File: config.mk
export PLATFORM = sky130hd
export DESIGN_NAME = pfcu_ctrl
export DESIGN_NICKNAME = d
export VERILOG_FILES = /design/src/rtl/core/pfcu_pkg.sv /design/src/rtl/core/pfcu_ctrl.sv
export SDC_FILE = /design/constraint.sdc
export NUM_CORES = 1
export LEC_CHECK = 0
export BUFFER_PORTS_ARGS = -buffer_cell sky130_fd_sc_hd__buf_2
export CAP_MARGIN = 40
export CORE_MARGIN = 2
export CORE_UTILIZATION = 40
export CTS_CLUSTER_SIZE = 28
export DETAILED_ROUTE_END_ITERATION = 7
export PLACE_DENSITY = 0.77
export SYNTH_ARGS = -nofsm -noshare
export SYNTH_HDL_FRONTEND = slang
export SYNTH_SLANG_ARGS = --single-unit
File: constraint.sdc
create_clock -name clk -period 2.2 [get_ports clk]
set_input_delay 0.44 -clock clk [delete_from_list [all_inputs] [get_ports clk]]
set_output_delay 0.44 -clock clk [all_outputs]
set_load 0.01 [all_outputs]
File: src/rtl/core/pfcu_pkg.sv
// ----------------------------------------------------------------------------
// pfcu_pkg: shared types and constants for the phase-field cell update
// Grid geometry, field widths, register indexes and controller interface.
// ----------------------------------------------------------------------------
package pfcu_pkg;

  localparam int GridSide  = 16;
  localparam int MaxGrains = 8;
  localparam int CoordW    = 4;
  localparam int GrainW    = 3;
  localparam int AddrW     = GrainW + 3 * CoordW;
  localparam int ValW      = 18;
  localparam int CfgAddrW  = 3;
  localparam int CfgDataW  = 32;

  localparam logic [CfgAddrW-1:0] RegCoefA   = 3'd0;
  localparam logic [CfgAddrW-1:0] RegCoefB   = 3'd1;
  localparam logic [CfgAddrW-1:0] RegDfRate  = 3'd2;
  localparam logic [CfgAddrW-1:0] RegLapX    = 3'd3;
  localparam logic [CfgAddrW-1:0] RegLapY    = 3'd4;
  localparam logic [CfgAddrW-1:0] RegLapZ    = 3'd5;
  localparam logic [CfgAddrW-1:0] RegActive  = 3'd6;

  localparam logic CmdWrite  = 1'b0;
  localparam logic CmdUpdate = 1'b1;

  // Read slots: 0 center, 1..6 neighbors (x-,x+,y-,y+,z-,z+), 7..14 grains.
  localparam int SlotW = 4;

  typedef struct packed {
    logic             load;     // capture accepted input item
    logic             wr;       // store write_value
    logic             rd;       // issue read for slot
    logic [SlotW-1:0] slot;
    logic             cap;      // capture read data for slot cap_slot
    logic [SlotW-1:0] cap_slot;
    logic [3:0]       step;     // arithmetic step
    logic             calc;
  } pfcu_cmd_t;

endpackage

File: src/rtl/core/pfcu_ctrl.sv
// ----------------------------------------------------------------------------
// pfcu_ctrl: sequencer for the phase-field cell update
// Handles write items in idle; for an update steps through reads of the memory,
// then the arithmetic steps, then output.
module pfcu_ctrl (
  input  logic                 clk,
  input  logic                 rst_n,
  input  logic                 in_tvalid,
  output logic                 in_tready,
  input  logic                 in_cmd,
  input  logic                 out_busy,
  output logic                 out_load,
  output pfcu_pkg::pfcu_cmd_t  cmd
);

  typedef enum logic [3:0] {
    ST_IDLE = 4'b0001,
    ST_READ = 4'b0010,
    ST_CALC = 4'b0100,
    ST_DONE = 4'b1000
  } state_t;

  localparam logic [pfcu_pkg::SlotW-1:0] LastSlot = 4'd14;
  localparam logic [3:0] LastStep = 4'd7;

  state_t state_r, state_nxt;
  logic [pfcu_pkg::SlotW-1:0] slot_r, slot_nxt;
  logic                       cap_r;
  logic [pfcu_pkg::SlotW-1:0] cap_slot_r;
  logic [3:0] step_r, step_nxt;

  always_comb begin
    state_nxt = state_r;
    slot_nxt  = slot_r;
    step_nxt  = step_r;
    in_tready = 1'b0;
    out_load  = 1'b0;
    cmd       = '0;
    cmd.cap      = cap_r;
    cmd.cap_slot = cap_slot_r;
    cmd.step     = step_r;
    case (state_r)
      ST_IDLE: begin
        in_tready = 1'b1;
        if (in_tvalid) begin
          cmd.load = 1'b1;
          if (in_cmd == pfcu_pkg::CmdWrite) begin
            cmd.wr = 1'b1;
          end else begin
            slot_nxt  = '0;
            state_nxt = ST_READ;
          end
        end
      end
      ST_READ: begin
        cmd.rd   = 1'b1;
        cmd.slot = slot_r;
        if (slot_r == LastSlot) begin
          step_nxt  = '0;
          state_nxt = ST_CALC;
        end else begin
          slot_nxt = slot_r + 4'd1;
        end
      end
      ST_CALC: begin
        cmd.calc = 1'b1;
        if (step_r == LastStep) state_nxt = ST_DONE;
        else step_nxt = step_r + 4'd1;
      end
      ST_DONE: begin
        if (!out_busy) begin
          out_load  = 1'b1;
          state_nxt = ST_IDLE;
        end
      end
      default: state_nxt = ST_IDLE;
    endcase
  end

  always_ff @(posedge clk) begin
    if (!rst_n) begin
      state_r <= ST_IDLE;
      cap_r   <= 1'b0;
    end else begin
      state_r <= state_nxt;
      cap_r   <= cmd.rd;
    end
    slot_r     <= slot_nxt;
    step_r     <= step_nxt;
    cap_slot_r <= cmd.slot;
  end

endmodule

* Word-level counts from Yosys, hierarchy flattened
Cells that the tools add are included.
** Storage, ports and cells
- Flip-flop bits (word level) :: 17
- Input port bits :: 5
- Output and inout port bits :: 19
- Logic and storage cells :: 46
** Cells by class
- $add $sub $neg :: 2
- Eq/ne operators :: 13
- Mux-type cells :: 21
- Reductions and logical operators :: 5
** Operator list (number)
- $mux W4 :: 10
- $pmux W4 S2 :: 2
- $pmux W4 S4 :: 1
- $ne A2 B2 Y1 const B :: 7
- $add A4 B1 Y4 const B :: 2
- $eq A4 B3 Y1 const B :: 2
- $eq A4 B4 Y1 const B :: 2
- $mux W1 :: 5
- $mux W5 :: 1
- $reduce_and A5 Y1 :: 1
- $eq A4 B1 Y1 const B :: 1
- $eq A4 B2 Y1 const B :: 1
- $mux W2 :: 2
- $reduce_and A4 Y1 :: 1
- $reduce_bool A2 Y1 :: 2
- $reduce_and A3 Y1 :: 1

* Depth between registers and ports, before layout
- Word-level depth :: 3
- Gate-level depth with buffers :: 5
- Depth with buffers taken out :: 5

* Worst setup path after synthesis
Ideal clock, no wire load.
- Path type :: reg-to-output
- Start :: register state_r[3]
- End :: output port cmd[15] (netlist name)
- Data arrival time :: 1.321 ns
- Required time :: 1.760 ns
- Slack :: 0.439 ns
- Stages on the path, launching flop included :: 4
- Buffers on the path :: 0
- Cells stage by stage :: dfxtp_1 > nor4b_2 > and2_1 > nor2b_1
** RTL lines
- from (decl) :: RTL line pfcu_ctrl.sv:26 : state_t state_r, state_nxt;
- from (signal assigned) :: RTL line pfcu_ctrl.sv:85 : state_r <= state_nxt;
- to (decl) :: RTL line pfcu_ctrl.sv:13 : output pfcu_pkg::pfcu_cmd_t cmd

==> results.sh <==
export IMPL_cpPeakStageDelay_ns=0.58
export IMPL_hold_buffers=0
export IMPL_hold_end="state_r[0]"
export IMPL_grt_pass1_wl_um=2145
export IMPL_cap_violations=0
export IMPL_row_count=15
export IMPL_yosysUniqueCellTypes=28
export IMPL_fin_crit_sh_pct=95.16
export IMPL_globalRouteMet1Util_pct=17.05
export IMPL_status="complete, no violations"
export IMPL_cts_buffers_inserted=3
export IMPL_min_period_ns=2.094
export IMPL_cp_num_cells=4
export IMPL_hp_start="rst_n"
export IMPL_first_pass_iters=4
export IMPL_crit_buf_inv=2
export IMPL_grt_total_usage_pct=14.16
export IMPL_tightest_slew_ns=0.6288
export IMPL_fmax_mhz=477.7
export IMPL_syn_area_um2=775.7
export IMPL_powerDensity_nw_per_um2=575.6
export IMPL_wl_per_cell_um=12.44
export IMPL_end_kind="primary output"
export IMPL_path_clk_slew_ns=0.09
export IMPL_dieArea_um2=2308
export IMPL_cp_required_ns=1.76
export IMPL_synth_avg_cell_area_um2=11.58
export IMPL_grt_busiest_layer="met2"
export IMPL_ir_drop_v=0.0003231
export IMPL_slew_violations=0
export IMPL_antenna_left=0
export IMPL_final_setup_viol_count=0
export IMPL_die_w_um=48.04
export IMPL_setup_slack_ns=0.1065
export IMPL_vias_per_cell=5.026
export IMPL_rsz0062_at_grt="false"
export IMPL_worstHoldPathCells=2
export IMPL_dp_hpwl_um=1166
export IMPL_drc=0
export IMPL_use_met2_pct=21.87
export IMPL_antenna_found_initial=0
export IMPL_ff2ff_path_depth=2
export IMPL_hold_viol_final=0
export IMPL_portBuffers=23
export IMPL_crit_arrival_ns=1.65
export IMPL_hp_class="in2reg"
export IMPL_fin_tns_setup_ns=0
export IMPL_cts_tree="done"
export IMPL_max_slew_margin_pct=57.00
export IMPL_syn2layout_area_growth_pct=20.97
export IMPL_drive_above_1_share_pct=36.96
export IMPL_fin_util_pct=52.63
export IMPL_seq_area_frac_synth_pct=54.19
export IMPL_r2r_start="state_r[2]"
export IMPL_r2r_end="step_r[2]"
export IMPL_place_ws_ns=0.2448
export IMPL_r2r_setup_slack_ns=0.60
export IMPL_syn_inst=67
export IMPL_cts_sinks=17
export IMPL_globalRouteOverflowTotal=0
export IMPL_slowest_stage="or4b_4"
export IMPL_cts_buffer_depth=2
export IMPL_die_h_um=48.04
export IMPL_core_um2=1783
export IMPL_yosys_warnings=0
export IMPL_fin_skew_ns=0.002768
export IMPL_worstSetupPathType="reg2out"
export IMPL_cts_root_buffer="clkbuf_4"
export IMPL_whs_ns=0.3605
export IMPL_syn_nets=75
export IMPL_drtIter0Drc=15
export IMPL_layout_common_cells="buf_2, nor2_1, dfxtp_1"
export IMPL_vias=588
export IMPL_floorplan_initialDensity_pct=43.51
export IMPL_nets=101
export IMPL_power_leakage_uw=0.0004488
export IMPL_crit_chain="or4b_4, inv_6, and2_1, buf_2"
export IMPL_grt_pass1_vias=511
export IMPL_worstSkewPairLatency_ns=0.29
export IMPL_grt_max_degree=11
export IMPL_synth_seq_cells=17
export IMPL_h_tree_depth=1
export IMPL_crit_family="simple AND/OR/NAND/NOR gates"
export IMPL_place_gp_congestion=0.7939
export IMPL_worstPathMaxFanout=8
export IMPL_io_pins=24
export IMPL_power_uw=540.2
export IMPL_grtUsageMet3_pct=3.774
export IMPL_diodes=0
export IMPL_final_common_cell="buf_2"
export IMPL_routed_wl_um=1455
export IMPL_cp_start_kind="register"
[power by group]
group / switching [uW] / total [uW] / internal (uW) / leakage [uW]
registers: 5.28 / 340 / 334 / 0.000158
logic: 19.0 / 36.5 / 17.5 / 0.000273
clock network: 96.6 / 164 / 67.6 / 0.0000177
[area by class of cell]
cell class / count / area, um2
clock buffer: 3 / 22.52
clock inverter: 1 / 5.005
fill: 158 / 844.6
inverter: 4 / 20.02
multi-input combinational: 43 / 316.6
sequential: 17 / 420.4
tap: 25 / 31.28
timing repair buffer: 24 / 122.6
[cell usage after synthesis (all sizes together)]
| cell | number | area (um2) |
|---|---|---|
| dfxtp | 9 | 180.2 |
| nand2b | 1 | 6.260 |
| nor4b | 1 | 15.01 |
| nand3 | 3 | 15.01 |
| edfxtp | 8 | 240.2 |
| o211a | 1 | 10.01 |
| a2111oi | 1 | 8.760 |
| inv | 4 | 20.02 |
| clkbuf | 1 | 3.750 |
| nand3b | 1 | 7.510 |
| o22ai | 1 | 20.02 |
| and3b | 1 | 8.760 |
| or4b | 2 | 20.02 |
| xor2 | 2 | 17.52 |
| nor2b | 1 | 6.260 |
| xnor2 | 2 | 17.52 |
| nor2 | 9 | 33.78 |
| a21oi | 1 | 5.000 |
| nand2 | 2 | 7.510 |
| ha | 3 | 37.54 |
| nor4 | 1 | 6.260 |
| buf | 2 | 18.77 |
| a31o | 1 | 8.760 |
| and2 | 8 | 50.05 |
| a32o | 1 | 11.26 |
[how the worst max path moves through the flow]
stage                    start  endpoint
floorplan           state_r[3]   cmd[15]
global placement    state_r[3]   cmd[12]
detailed placement  state_r[3]   cmd[13]
CTS                 state_r[3]   cmd[13]
global route        state_r[1]   cmd[12]
finish              state_r[1]   cmd[13]
[per-layer routing]
metal	routed length [um]	up-vias	share of wire (%)
li1	-	282	-
met1	658	278	45
met2	678	23	47
met3	82	5	5.6
met4	36	0	2.5
met5	0	-	0
[metrics by stage]
stage	instances	cell area, um2
final	117	938.4
after global routing	117	938.4
after CTS	117	938.4
after detailed placement	113	907.1
after global placement	113	907.1
after floorplan	67	775.7
[sequential cells by signal, indices dropped and copies added (netlist names)]
| register | flops |
|---|---|
| cap_r | 1 |
| cap_slot_r | 4 |
| slot_r | 4 |
| state_r | 4 |
| step_r | 4 |
[kinds of logic after synthesis]
kind of cell	share of synthesized area, %
fa+ha+maj	4.839
buf+inv	5.484
simple gates	22.74
compound gates	8.226
flops	54.19
xor+xnor	4.517
[timing repair]
action,in CTS,in global routing
pin swaps,0,1
setup buffers,0,0
gates resized for setup,1,0
endpoints found under the setup margin,4,1
Note: power is estimated with default switching activity, not from simulation.
